## config.mk

```make
export PLATFORM = sky130hd
export DESIGN_NAME = cubic_lattice_neighbor_ids
export DESIGN_NICKNAME = d
export VERILOG_FILES = /design/src/clni_pkg.sv /design/src/cubic_lattice_neighbor_ids.sv /design/src/clni_front.sv /design/src/clni_queue.sv /design/src/clni_back.sv
export SDC_FILE = /design/constraint.sdc
export NUM_CORES = 1
export LEC_CHECK = 0
export ABC_AREA = 1
export BUFFER_PORTS_ARGS = -buffer_cell sky130_fd_sc_hd__buf_2
export CORE_MARGIN = 2
export CORE_UTILIZATION = 69
export DETAILED_ROUTE_END_ITERATION = 10
export PLACE_DENSITY = 0.87
export SYNTH_ARGS = -nofsm -noshare
export SYNTH_HDL_FRONTEND = slang
export SYNTH_SLANG_ARGS = --single-unit
export TNS_END_PERCENT = 10
```

## constraint.sdc

```tcl
create_clock -name clock -period 13.7 [get_ports clock]
set_clock_uncertainty 0.2 [all_clocks]
set_input_delay 2.74 -clock clock [delete_from_list [all_inputs] [get_ports clock]]
set_output_delay 2.74 -clock clock [all_outputs]
set_load 0.1 [all_outputs]
```

## src/clni_pkg.sv

```systemverilog
`timescale 1ns / 1ps
// Package for the cubic lattice neighbor ID block: widths, register and
// direction codes, payload structs and the per-axis step function. No dependencies.
package clni_pkg;

   localparam int SIDE_BITS         = 10;
   localparam int SIZE_W            = SIDE_BITS + 1;
   localparam int ID_W              = 3 * SIDE_BITS;
   localparam int DIR_W             = 3;
   localparam int CSR_IDX_W         = 3;
   localparam int CLNI_QUEUE_DEPTH  = 2;

   localparam logic [SIZE_W-1:0] SIZE_MAX   = SIZE_W'(1) << SIDE_BITS;
   localparam logic [SIZE_W-1:0] SIZE_RESET = SIZE_W'(16);

   // Configuration register indexes.
   localparam logic [CSR_IDX_W-1:0] CSR_SIZE_X     = 3'd0;
   localparam logic [CSR_IDX_W-1:0] CSR_SIZE_Y     = 3'd1;
   localparam logic [CSR_IDX_W-1:0] CSR_SIZE_Z     = 3'd2;
   localparam logic [CSR_IDX_W-1:0] CSR_PERIODIC_X = 3'd3;
   localparam logic [CSR_IDX_W-1:0] CSR_PERIODIC_Y = 3'd4;
   localparam logic [CSR_IDX_W-1:0] CSR_PERIODIC_Z = 3'd5;

   // Offset codes, in emission order.
   localparam logic [DIR_W-1:0] DIR_MINUS_X = 3'd0;
   localparam logic [DIR_W-1:0] DIR_MINUS_Y = 3'd1;
   localparam logic [DIR_W-1:0] DIR_MINUS_Z = 3'd2;
   localparam logic [DIR_W-1:0] DIR_PLUS_Z  = 3'd3;
   localparam logic [DIR_W-1:0] DIR_PLUS_Y  = 3'd4;
   localparam logic [DIR_W-1:0] DIR_PLUS_X  = 3'd5;

   typedef struct packed {
      logic [SIDE_BITS-1:0] site_x;
      logic [SIDE_BITS-1:0] site_y;
      logic [SIDE_BITS-1:0] site_z;
   } req_type;

   typedef struct packed {
      logic                 present;
      logic [ID_W-1:0]      neighbor_id;
      logic [SIDE_BITS-1:0] neighbor_x;
      logic [SIDE_BITS-1:0] neighbor_y;
      logic [SIDE_BITS-1:0] neighbor_z;
      logic [DIR_W-1:0]     direction;
      logic                 last;
   } rsp_type;

   // Clamped lattice configuration as seen by the datapath.
   typedef struct packed {
      logic [SIZE_W-1:0] size_x;
      logic [SIZE_W-1:0] size_y;
      logic [SIZE_W-1:0] size_z;
      logic              periodic_x;
      logic              periodic_y;
      logic              periodic_z;
   } cfg_type;

   // Classified site waiting in the queue.
   typedef struct packed {
      logic [SIDE_BITS-1:0] site_x;
      logic [SIDE_BITS-1:0] site_y;
      logic [SIDE_BITS-1:0] site_z;
      logic                 in_box;
   } item_type;

   typedef struct packed {
      logic                 ok;
      logic [SIDE_BITS-1:0] idx;
   } axis_type;

   function automatic logic [SIZE_W-1:0] clamp_size(input logic [SIZE_W-1:0] s);
      clamp_size = (s > SIZE_MAX) ? SIZE_MAX : s;
   endfunction

   // Moves one index by -1, 0 or +1 along an axis of the given size.
   function automatic axis_type axis_step(input logic [SIDE_BITS-1:0] idx,
                                          input logic [SIZE_W-1:0]    size,
                                          input logic                 per,
                                          input logic                 dec,
                                          input logic                 inc);
      axis_type r;
      r.ok  = 1'b1;
      r.idx = idx;
      if (dec) begin
         if (idx == '0) begin
            r.ok  = per;
            r.idx = SIDE_BITS'(size - SIZE_W'(1));
         end else begin
            r.idx = idx - SIDE_BITS'(1);
         end
      end else if (inc) begin
         if (({1'b0, idx} + SIZE_W'(1)) >= size) begin
            r.ok  = per;
            r.idx = '0;
         end else begin
            r.idx = idx + SIDE_BITS'(1);
         end
      end
      axis_step = r;
   endfunction

endpackage

```

## src/cubic_lattice_neighbor_ids.sv

```systemverilog
`timescale 1ns / 1ps
// Top level of the cubic lattice neighbor ID block: configuration registers
// and the front, queue and back parts. Depends on clni_pkg and the clni_front, clni_queue and clni_back modules.
//
// For each site transfer (site_x, site_y, site_z) this block produces six result
// transfers, one per unit offset in the order -x, -y, -z, +z, +y, +x, the sixth
// marked with last. A neighbor on a periodic axis wraps around the box; on a
// non-periodic axis a neighbor outside the box comes out with present low and
// all index and ID fields zero. A present neighbor carries its linear ID
// (z*size_y + y)*size_x + x, counted from 0. A site with any index at or beyond
// its axis size yields six absent results, and sizes above 1024 act as 1024.
// The back part issues one offset per cycle unless the result port stalls, so
// the block sustains one result per cycle under the same condition; the back
// part's direction counter sets the rate. A site accepted into an empty block
// shows its first result after the move from the front register into the
// queue and then the three back stages. The front register and a two-entry
// queue let new sites be accepted while the result port is stalled.
// Configuration writes take effect at once and must only be made while no
// site is in flight.
module cubic_lattice_neighbor_ids import clni_pkg::*; #(
   parameter int QUEUE_DEPTH = CLNI_QUEUE_DEPTH
) (
   input  logic                 clock,
   input  logic                 reset,
   input  logic                 req_valid,
   output logic                 req_ready,
   input  req_type              req_data,
   output logic                 rsp_valid,
   input  logic                 rsp_ready,
   output rsp_type              rsp_data,
   input  logic                 csr_we,
   input  logic [CSR_IDX_W-1:0] csr_index,
   input  logic [SIZE_W-1:0]    csr_wdata
);

   // Raw register contents as written; sizes are clamped on the way out.
   logic [SIZE_W-1:0] size_x_ff, size_y_ff, size_z_ff;
   logic              periodic_x_ff, periodic_y_ff, periodic_z_ff;
   cfg_type           cfg;

   logic     push_valid, push_ready;
   item_type push_item;
   logic     pop_valid, pop;
   item_type pop_item;

   // Writes to indexes beyond the register list fall through and are ignored.
   always_ff @(posedge clock) begin
      if (reset) begin
         size_x_ff     <= SIZE_RESET;
         size_y_ff     <= SIZE_RESET;
         size_z_ff     <= SIZE_RESET;
         periodic_x_ff <= 1'b1;
         periodic_y_ff <= 1'b1;
         periodic_z_ff <= 1'b1;
      end else if (csr_we) begin
         unique case (csr_index)
            CSR_SIZE_X:     size_x_ff     <= csr_wdata;
            CSR_SIZE_Y:     size_y_ff     <= csr_wdata;
            CSR_SIZE_Z:     size_z_ff     <= csr_wdata;
            CSR_PERIODIC_X: periodic_x_ff <= csr_wdata[0];
            CSR_PERIODIC_Y: periodic_y_ff <= csr_wdata[0];
            CSR_PERIODIC_Z: periodic_z_ff <= csr_wdata[0];
            default: begin
            end
         endcase
      end
   end

   always_comb begin
      cfg.size_x     = clamp_size(size_x_ff);
      cfg.size_y     = clamp_size(size_y_ff);
      cfg.size_z     = clamp_size(size_z_ff);
      cfg.periodic_x = periodic_x_ff;
      cfg.periodic_y = periodic_y_ff;
      cfg.periodic_z = periodic_z_ff;
   end

   clni_front u_front (
      .clock      (clock),
      .reset      (reset),
      .cfg        (cfg),
      .req_valid  (req_valid),
      .req_ready  (req_ready),
      .req_data   (req_data),
      .push_valid (push_valid),
      .push_ready (push_ready),
      .push_item  (push_item)
   );

   clni_queue #(
      .DEPTH (QUEUE_DEPTH)
   ) u_queue (
      .clock      (clock),
      .reset      (reset),
      .push_valid (push_valid),
      .push_ready (push_ready),
      .push_item  (push_item),
      .pop_valid  (pop_valid),
      .pop        (pop),
      .pop_item   (pop_item)
   );

   clni_back u_back (
      .clock     (clock),
      .reset     (reset),
      .cfg       (cfg),
      .pop_valid (pop_valid),
      .pop       (pop),
      .pop_item  (pop_item),
      .rsp_valid (rsp_valid),
      .rsp_ready (rsp_ready),
      .rsp_data  (rsp_data)
   );

endmodule

```

## src/clni_front.sv

```systemverilog
`timescale 1ns / 1ps
// Front part: takes a site transfer, checks it against the box and holds it
// in a register until the queue takes it. Depends on clni_pkg.
module clni_front import clni_pkg::*; (
   input  logic     clock,
   input  logic     reset,
   input  cfg_type  cfg,
   input  logic     req_valid,
   output logic     req_ready,
   input  req_type  req_data,
   output logic     push_valid,
   input  logic     push_ready,
   output item_type push_item
);

   logic     valid_ff, valid_in;
   item_type item_ff, item_in;
   logic     take;

   assign req_ready  = !valid_ff || push_ready;
   assign take       = req_valid && req_ready;
   assign push_valid = valid_ff;
   assign push_item  = item_ff;

   always_comb begin
      valid_in = valid_ff;
      if (take) begin
         valid_in = 1'b1;
      end else if (push_ready) begin
         valid_in = 1'b0;
      end
      item_in.site_x = req_data.site_x;
      item_in.site_y = req_data.site_y;
      item_in.site_z = req_data.site_z;
      item_in.in_box = ({1'b0, req_data.site_x} < cfg.size_x)
                    && ({1'b0, req_data.site_y} < cfg.size_y)
                    && ({1'b0, req_data.site_z} < cfg.size_z);
   end

   always_ff @(posedge clock) begin
      if (reset) begin
         valid_ff <= 1'b0;
      end else begin
         valid_ff <= valid_in;
      end
   end

   always_ff @(posedge clock) begin
      if (take) begin
         item_ff <= item_in;
      end
   end

endmodule

```

## src/clni_queue.sv

```systemverilog
`timescale 1ns / 1ps
// Short queue of classified sites between the front and back parts.
// Depends on clni_pkg.
module clni_queue import clni_pkg::*; #(
   parameter int DEPTH = CLNI_QUEUE_DEPTH
) (
   input  logic     clock,
   input  logic     reset,
   input  logic     push_valid,
   output logic     push_ready,
   input  item_type push_item,
   output logic     pop_valid,
   input  logic     pop,
   output item_type pop_item
);

   localparam int PTR_W = (DEPTH > 1) ? $clog2(DEPTH) : 1;
   localparam int CNT_W = $clog2(DEPTH + 1);
   localparam logic [PTR_W-1:0] PTR_LAST = PTR_W'(DEPTH - 1);
   localparam logic [CNT_W-1:0] CNT_FULL = CNT_W'(DEPTH);

   item_type         mem_ff [DEPTH];
   logic [PTR_W-1:0] wr_ptr_ff, wr_ptr_in;
   logic [PTR_W-1:0] rd_ptr_ff, rd_ptr_in;
   logic [CNT_W-1:0] count_ff, count_in;
   logic             do_push, do_pop;

   assign push_ready = (count_ff != CNT_FULL);
   assign pop_valid  = (count_ff != '0);
   assign pop_item   = mem_ff[rd_ptr_ff];
   assign do_push    = push_valid && push_ready;
   assign do_pop     = pop && pop_valid;

   always_comb begin
      wr_ptr_in = wr_ptr_ff;
      rd_ptr_in = rd_ptr_ff;
      count_in  = count_ff;
      if (do_push) begin
         wr_ptr_in = (wr_ptr_ff == PTR_LAST) ? '0 : wr_ptr_ff + PTR_W'(1);
      end
      if (do_pop) begin
         rd_ptr_in = (rd_ptr_ff == PTR_LAST) ? '0 : rd_ptr_ff + PTR_W'(1);
      end
      if (do_push && !do_pop) begin
         count_in = count_ff + CNT_W'(1);
      end else if (do_pop && !do_push) begin
         count_in = count_ff - CNT_W'(1);
      end
   end

   always_ff @(posedge clock) begin
      if (reset) begin
         wr_ptr_ff <= '0;
         rd_ptr_ff <= '0;
         count_ff  <= '0;
      end else begin
         wr_ptr_ff <= wr_ptr_in;
         rd_ptr_ff <= rd_ptr_in;
         count_ff  <= count_in;
      end
   end

   always_ff @(posedge clock) begin
      if (do_push) begin
         mem_ff[wr_ptr_ff] <= push_item;
      end
   end

endmodule

```

## src/clni_back.sv

```systemverilog
`timescale 1ns / 1ps
// Back part: walks the six offsets of the queue head, one per cycle when not stalled, and
// computes neighbor indices and linear IDs in a three-stage pipeline. Depends on clni_pkg.
module clni_back import clni_pkg::*; (
   input  logic     clock,
   input  logic     reset,
   input  cfg_type  cfg,
   input  logic     pop_valid,
   output logic     pop,
   input  item_type pop_item,
   output logic     rsp_valid,
   input  logic     rsp_ready,
   output rsp_type  rsp_data
);

   typedef struct packed {
      logic                 present;
      logic [SIDE_BITS-1:0] nx;
      logic [SIDE_BITS-1:0] ny;
      logic [SIDE_BITS-1:0] nz;
      logic [DIR_W-1:0]     dir;
      logic                 last;
   } stage_type;

   localparam int PART_W = 2 * SIDE_BITS + 1;
   localparam int FULL_W = ID_W + 1;

   logic [DIR_W-1:0]  dir_ff, dir_in;
   logic              v1_ff, v1_in, v2_ff, v2_in, v3_ff, v3_in;
   stage_type         s1_ff, s1_in, s2_ff;
   logic [PART_W-1:0] part_ff, part_in;
   rsp_type           out_ff, out_in;
   logic              en1, en2, en3;
   axis_type          ax, ay, az;
   logic              ok;
   logic [FULL_W-1:0] full_prod;

   assign en3 = !v3_ff || rsp_ready;
   assign en2 = !v2_ff || en3;
   assign en1 = !v1_ff || en2;
   assign pop = pop_valid && en1 && (dir_ff == DIR_PLUS_X);

   assign rsp_valid = v3_ff;
   assign rsp_data  = out_ff;

   // Stage 1: neighbor indices for the current offset.
   always_comb begin
      ax = axis_step(pop_item.site_x, cfg.size_x, cfg.periodic_x,
                     dir_ff == DIR_MINUS_X, dir_ff == DIR_PLUS_X);
      ay = axis_step(pop_item.site_y, cfg.size_y, cfg.periodic_y,
                     dir_ff == DIR_MINUS_Y, dir_ff == DIR_PLUS_Y);
      az = axis_step(pop_item.site_z, cfg.size_z, cfg.periodic_z,
                     dir_ff == DIR_MINUS_Z, dir_ff == DIR_PLUS_Z);
      ok = pop_item.in_box && ax.ok && ay.ok && az.ok;

      s1_in.present = ok;
      s1_in.nx      = ok ? ax.idx : '0;
      s1_in.ny      = ok ? ay.idx : '0;
      s1_in.nz      = ok ? az.idx : '0;
      s1_in.dir     = dir_ff;
      s1_in.last    = (dir_ff == DIR_PLUS_X);

      dir_in = dir_ff;
      if (pop_valid && en1) begin
         dir_in = (dir_ff == DIR_PLUS_X) ? DIR_MINUS_X : dir_ff + DIR_W'(1);
      end
      v1_in = en1 ? pop_valid : v1_ff;
      v2_in = en2 ? v1_ff : v2_ff;
      v3_in = en3 ? v2_ff : v3_ff;
   end

   // Stage 2: z * size_y + y.  Stage 3: that times size_x, plus x.
   always_comb begin
      part_in = PART_W'(s1_ff.nz) * PART_W'(cfg.size_y) + PART_W'(s1_ff.ny);
      full_prod = FULL_W'(part_ff) * FULL_W'(cfg.size_x);

      out_in.present     = s2_ff.present;
      out_in.neighbor_id = ID_W'(full_prod) + ID_W'(s2_ff.nx);
      out_in.neighbor_x  = s2_ff.nx;
      out_in.neighbor_y  = s2_ff.ny;
      out_in.neighbor_z  = s2_ff.nz;
      out_in.direction   = s2_ff.dir;
      out_in.last        = s2_ff.last;
   end

   always_ff @(posedge clock) begin
      if (reset) begin
         dir_ff <= DIR_MINUS_X;
         v1_ff  <= 1'b0;
         v2_ff  <= 1'b0;
         v3_ff  <= 1'b0;
      end else begin
         dir_ff <= dir_in;
         v1_ff  <= v1_in;
         v2_ff  <= v2_in;
         v3_ff  <= v3_in;
      end
   end

   always_ff @(posedge clock) begin
      if (en1) begin
         s1_ff <= s1_in;
      end
      if (en2) begin
         s2_ff   <= s1_ff;
         part_ff <= part_in;
      end
      if (en3) begin
         out_ff <= out_in;
      end
   end

endmodule

```

# Word-level counts from Yosys, hierarchy flattened
# Memories as Yosys holds them, arrays and structs flattened. A register that Yosys moved wholly into a read port is not among the register bits.
# Index checks and enable logic that the tools add are counted.
# totals
input_bits	49
elab_cells	148
n_memories	1
ramBits	62
ff_bits	234
# memory_table
memory	depth	width	read_ports	rd_clocked_by_memory_dff	write_ports	line_no	source
u_queue.mem_ff	2	31	1	1	1	clni_queue.sv:22	item_type mem_ff [DEPTH];
# classes
eq_ne	11
mul	2
n_reduce_logical	36
mux	32
n_addsub	19
n_lt_le_gt_ge	9
# ops
cell	count
$mux W11	9
$mux W10	6
$sub A10 B1 Y10 const B	6
$add A10 B1 Y11 const B	3
$ge A11 B11 Y1	3
$gt A11 B11 Y1 const B	3
$lt A10 B11 Y1	3
$add A10 B1 Y10 const B	3
$add A30 B10 Y30	1
$logic_not A10 Y1	3
$mul A21 B11 Y30	1
$add A21 B10 Y21	1
$mul A10 B11 Y21	1
$mux W1	14
$eq A3 B2 Y1 const B	4
$eq A3 B3 Y1 const B	4
$logic_and A1 B1 Y1	12
$reduce_and A2 Y1	6
$eq A3 B1 Y1 const B	2
$logic_not A1 Y1	6
$logic_not A3 Y1	2
$reduce_bool A2 Y1	3
$logic_or A1 B1 Y1	4
$mux W2	2
other kinds (6)	7

# Logic depth before layout (Yosys ltp)
# depth
ltp_word	10
ltp_mapped	28

# Hierarchy
# A second synthesis with hierarchy kept.
# hier_totals
cells_unflattened	3022
area_unflattened_um2	26253.9
# by_module_without_submodules
module	n_inst	cells_per_inst	area_each_um2
clni_back	1	2458	20342.0
clni_queue	1	133	2483.6
clni_front	1	173	1756.7
cubic_lattice_neighbor_ids	1	258	1671.6

# Worst setup path before layout
# OpenSTA, ideal clock, no wires.
# synth_path
path_type	input to register
startpoint	in rsp_ready
endpoint	reg u_queue.count_ff[1]
cell_stages	12
setup_time_ns	0.122
setup_slack_ns	6.929
t_arrival_ns	6.449
n_path_buf	0
path_cell_list	inv_1 -> nand2_1 -> nor2_1 -> nand2_1 -> nand2_1 -> inv_1 -> nand2_1 -> ha_1 -> a21oi_1 -> o21ai_0 -> o21ai_0 -> a21oi_1
# synth_via
elab_chain_len	9
elab_cells_between_ends	11
cone_classes	1 x mux; 10 x reduce/logical
# synth_lines
item	line_no	source
start: declaration	cubic_lattice_neighbor_ids.sv:29	input logic rsp_ready,
$logic_or A1 B1 Y1 (*)	clni_back.sv:38	assign en3 = !v3_ff || rsp_ready;
net u_back.en3	clni_back.sv:33	logic en1, en2, en3;
$logic_or A1 B1 Y1 (*)	clni_back.sv:39	assign en2 = !v2_ff || en3;
$logic_or A1 B1 Y1 (*)	clni_back.sv:40	assign en1 = !v1_ff || en2;
$logic_and A1 B1 Y1 (*) (2 in a row)	clni_back.sv:41	assign pop = pop_valid && en1 && (dir_ff == DIR_PLUS_X);
$logic_and A1 B1 Y1 (*)	clni_queue.sv:32	assign do_pop = pop && pop_valid;
$logic_not A1 Y1	clni_queue.sv:44	if (do_push && !do_pop) begin
$logic_and A1 B1 Y1	clni_queue.sv:44	
$mux W2 / $reduce_bool A2 Y1 (equally long branches)	-	
end signal: assignment	clni_queue.sv:59	count_ff <= count_in;
end: declaration	clni_queue.sv:25	logic [CNT_W-1:0] count_ff, count_in;
# Mark *: on every way through the listed nets, which the timed path passes. The rest lies on a longest branch.
# A chain may end at the register's enable or synchronous reset.

==> flow_summary.rst <==
.. list-table::
   :header-rows: 1

   * - Metric
     - Value
   * - Run status
     - completed
   * - Number of port buffers
     - 115
   * - Nets
     - between 3000 and 4000
   * - Global routing usage summed across all routing layers
     - 35.97%
   * - Number of instances resized during post-cts repair
     - 0
   * - Drt initial violations
     - 1909
   * - Clock period minus worst slack
     - 7.347 ns
   * - Synth Area in XOR/XNOR
     - 2.254%
   * - Pin count of the biggest net entering global routing
     - 67
   * - Static leakage power
     - 13.63 nW
   * - Number of vias in the routed layout
     - roughly 20000
   * - Type of the worst min-delay path
     - flop to flop
   * - Critical path buffer and inverter count
     - 6
   * - Post-synthesis instance area
     - 25650 um2
   * - Maximum clock rate
     - 0.1361 GHz
   * - Element type at the critical path end
     - flop
   * - Diode count
     - 0
   * - Post-placement setup slack
     - 6.446 ns
   * - Clock insertion delay at the later pin of the skew report
     - 0.56 ns
   * - Starting utilization of the core area
     - 70.05%
   * - Synth Area in Compound Gates
     - 7.157%
   * - Fraction of layout instances using a drive strength above 1
     - slightly above 9%
   * - Post-detailed-placement half-perimeter wirelength
     - 52490 um
   * - Data required time of the worst path
     - 13.79 ns
   * - Count of synthesis-stage warnings from yosys
     - 0
   * - Number of iterations in the first detailed-routing pass
     - 8
   * - Cell Chain, Critical Path
     - inv_1 -> nor2_1 -> nor2_1 -> inv_1 -> nor2_1 -> fa_1 -> fa_1 -> fa_1 -> fa_1 -> inv_1 -> fa_1 -> inv_1 -> ha_1 -> inv_1 -> o21bai_1 -> nor2_1 -> nor2_1 -> nor2_1 -> o21ai_0 -> a21oi_1 -> inv_1 -> a21oi_1 -> xnor2_1
   * - Area growth syn-to-layout
     - 8.026%
   * - Nature of the critical path startpoint
     - flop
   * - Final count of negative-setup-slack endpoints
     - 0
   * - Setup repair after global routing missed its margin
     - false
   * - Die outline width
     - 196.8 um
   * - Count of mapped cells out of synthesis
     - 2882
   * - Antenna Nets Post-Route
     - 0
   * - Most instantiated flip-flop cell in the synthesis netlist
     - sky130_fd_sc_hd__edfxtp_1
   * - Most common cell after layout, fill and taps aside
     - sky130_fd_sc_hd__nand2_1
   * - Number of antenna violations at the first check in global routing
     - 1
   * - Actual transition at the worst max-transition pin
     - 1.036 ns
   * - First-pass GRT wire length
     - 107400 um
   * - Setup Total Neg Slack
     - 0 ns
   * - Final Hold Violating Endpoints
     - 0
   * - DIE AREA
     - 38730 um2
   * - Clock Path Buffers
     - 3
   * - Vias per cell
     - around 6
   * - Synth Area in Simple Gates
     - 17.85%
   * - Delay-heaviest family, CP
     - adder cells
   * - Overall power of the completed layout
     - around 3.4 mW
   * - Clock transition at the registers of the reported paths
     - approximately 0.06 ns
   * - Dominant combinational cell family by area after synthesis
     - adder cells
   * - Total wire length after detailed routing
     - approximately 67000 um
   * - Total core area
     - 36610 um2
   * - Number of hold buffers added after CTS
     - 0
   * - Die Y-Extent
     - 196.8 um
   * - Number of synthesized register bits
     - just under 300
   * - Synth Net Count
     - 3393
   * - Sum of overflow across all layers after global routing
     - 0
   * - Root Buffer
     - sky130_fd_sc_hd__clkbuf_16
   * - Multiplexer share of the synthesized area
     - 0%
   * - Tcrit/Tclk final
     - 53.63%
   * - IR drop worst, VDD
     - roughly 120 uV
   * - Final WS setup
     - 6.353 ns
   * - Largest fanout on the critical path
     - 21
   * - Max H-tree Level
     - 2
   * - Routability cong.
     - 0.9489
   * - Seq/Total Area, Yosys
     - 32.90%
   * - CTS tree
     - done
   * - Async set or reset register ratio after synthesis
     - 0%
   * - Most frequent cells in the layout
     - sky130_fd_sc_hd__nand2_1 (568), sky130_fd_sc_hd__inv_1 (563), sky130_fd_sc_hd__nor2_1 (319)
   * - FP Rows
     - 70
   * - Number of global-route vias before repair
     - 20690
   * - I/O Pins
     - roughly 120
   * - Synthesized-area fraction occupied by adder cells
     - 30.12%
   * - Slowest cell on the critical path
     - sky130_fd_sc_hd__nor2_1
   * - Worst setup path class
     - flop to flop
   * - # DRC
     - 0
   * - Worst stage delay on the critical path
     - 0.65 ns
   * - Normalized max-slew margin
     - between 30 and 40%
   * - Average wire per standard cell
     - 19.28 um
   * - Number of flops mapped to enable cells by yosys
     - between 200 and 250
   * - Max-slew violation count
     - 0
   * - Per-instance average area after synthesis
     - 8.899 um2
   * - TritonCTS Buffers
     - 34
   * - Post CTS Setup Buffer Count
     - 0
   * - Count of fill cells added during filler insertion
     - 2624
   * - Areal power density over the cells
     - 122.7 nW/um2
   * - Arrival time of data at the critical path endpoint
     - 7.44 ns
   * - Number of sinks handled by clock tree synthesis
     - approximately 300
   * - Distinct cell type count after synthesis
     - 54
   * - MaxCap Viol Count
     - 0
==> final timing paths <==
check / startpoint / to / slack [ns] / cells past startpoint
setup reg to reg: size_x_ff[10] / u_back.rsp_data[58] / 6.35 / 23
hold reg to reg: u_back.out_in[15] / u_back.rsp_data[15] / 0.21 / 0
hold / removal: u_back.out_in[15] / u_back.rsp_data[15] / 0.21 / 0
setup / recovery: size_x_ff[10] / u_back.rsp_data[58] / 6.35 / 23
==> routing by layer <==
| layer | vias up | track usage, % | wire length, um |
|---|---|---|---|
| met1 | 9775 | 46.45 | 26940 |
| met3 | 205 | 6.297 | 5341 |
| met5 | - | 0 | 11 |
| met4 | 2 | 15.59 | 3201 |
| met2 | 984 | 60.20 | 31530 |
| li1 | 9297 | - | - |
==> per-stage QoR <==
step           std cells  hold slack [ns]  cell area [um2]  util [%]
2_1_floorplan       2882           0.2003            25650         -
5_1_grt             3476           0.2240            27700     75.67
4_1_cts             3476           0.2133            27700     75.67
3_5_place_dp        3414           0.2054            26610     72.67
6_report            3476           0.2133            27700     75.67
3_3_place_gp        3414           0.2003            26610     72.67
==> flip-flops by register name, summed over array words and instances, names as in the netlist, 21 cells and up, named ones only <==
register	count
u_back.out_in	35
u_back.part_ff	21
u_back.s1_ff	35
u_back.rsp_data	65
u_front.push_item	31
u_queue.mem_ff	62
==> worst register-to-register path, cell delays in order (launching register included) <==
cell                       delay [ns]
sky130_fd_sc_hd__dfxtp_1         0.55
sky130_fd_sc_hd__inv_1           0.39
sky130_fd_sc_hd__nor2_1          0.13
sky130_fd_sc_hd__nor2_1          0.65
sky130_fd_sc_hd__inv_1           0.57
sky130_fd_sc_hd__nor2_1          0.28
sky130_fd_sc_hd__fa_1            0.47
sky130_fd_sc_hd__fa_1            0.52
sky130_fd_sc_hd__fa_1            0.52
sky130_fd_sc_hd__fa_1            0.54
sky130_fd_sc_hd__inv_1           0.05
sky130_fd_sc_hd__fa_1            0.53
sky130_fd_sc_hd__inv_1           0.05
sky130_fd_sc_hd__ha_1            0.33
sky130_fd_sc_hd__inv_1           0.11
sky130_fd_sc_hd__o21bai_1        0.10
sky130_fd_sc_hd__nor2_1          0.16
sky130_fd_sc_hd__nor2_1          0.08
sky130_fd_sc_hd__nor2_1          0.08
sky130_fd_sc_hd__o21ai_0         0.16
sky130_fd_sc_hd__a21oi_1         0.31
sky130_fd_sc_hd__inv_1           0.08
sky130_fd_sc_hd__a21oi_1         0.16
sky130_fd_sc_hd__xnor2_1         0.08
==> area by class of cell <==
cell class	count	area [um2]	area share, %
Clock buffer	46	958.4	3.459
Clock inverter	16	140.1	0.5058
Inverter	583	2195	7.922
Multi-Input combinational cell	1941	14740	53.19
Sequential cell	297	8439	30.46
Tap cell	468	585.6	2.114
Timing Repair Buffer	125	650.6	2.348
==> where the power goes <==
group	switching (mW)	total (mW)	internal, mW
logic	0.921	1.25	0.332
registers	0.114	1.25	1.14
clock network	0.381	0.898	0.518
==> synthesized netlist by cell type (4+ instances only) <==
master | number | area, um2
sky130_fd_sc_hd__nand2_2 | 28 | 175.2
sky130_fd_sc_hd__o21bai_1 | 6 | 45.04
sky130_fd_sc_hd__o211ai_1 | 10 | 75.07
sky130_fd_sc_hd__ha_1 | 203 | 2540
sky130_fd_sc_hd__a31oi_1 | 8 | 50.05
sky130_fd_sc_hd__edfxtp_1 | 249 | 7477
sky130_fd_sc_hd__nand3_1 | 74 | 370.4
sky130_fd_sc_hd__buf_6 | 7 | 78.83
sky130_fd_sc_hd__a21oi_1 | 130 | 650.6
sky130_fd_sc_hd__o22ai_1 | 8 | 50.05
sky130_fd_sc_hd__or2_2 | 5 | 31.28
sky130_fd_sc_hd__buf_1 | 10 | 37.54
sky130_fd_sc_hd__o21ai_0 | 110 | 550.5
sky130_fd_sc_hd__clkbuf_1 | 37 | 138.9
sky130_fd_sc_hd__nand2_1 | 570 | 2140
sky130_fd_sc_hd__o21ai_2 | 13 | 113.9
sky130_fd_sc_hd__o21ai_4 | 4 | 65.06
sky130_fd_sc_hd__o31ai_1 | 4 | 30.03
sky130_fd_sc_hd__xnor2_1 | 17 | 148.9
sky130_fd_sc_hd__nor3_1 | 22 | 110.1
sky130_fd_sc_hd__xor2_1 | 49 | 429.2
sky130_fd_sc_hd__nor2_2 | 10 | 62.56
sky130_fd_sc_hd__o21ai_1 | 15 | 75.07
sky130_fd_sc_hd__nand3b_1 | 4 | 30.03
sky130_fd_sc_hd__nor2_4 | 6 | 67.56
sky130_fd_sc_hd__dfxtp_1 | 48 | 960.9
sky130_fd_sc_hd__fa_1 | 259 | 5185
sky130_fd_sc_hd__nand4_1 | 32 | 200.2
sky130_fd_sc_hd__nor2_1 | 321 | 1205
sky130_fd_sc_hd__inv_1 | 564 | 2117
sky130_fd_sc_hd__inv_2 | 10 | 37.54
sky130_fd_sc_hd__clkinv_1 | 7 | 26.28
sky130_fd_sc_hd__nor3_2 | 5 | 50.05
==> cell families after synthesis <==
kind of cell    after synthesis
simple gates               1089
buf+inv                     644
xor+xnor                     66
flops                       297
compound gates              324
fa+ha+maj                   462
(Power assumes the default switching activity.)
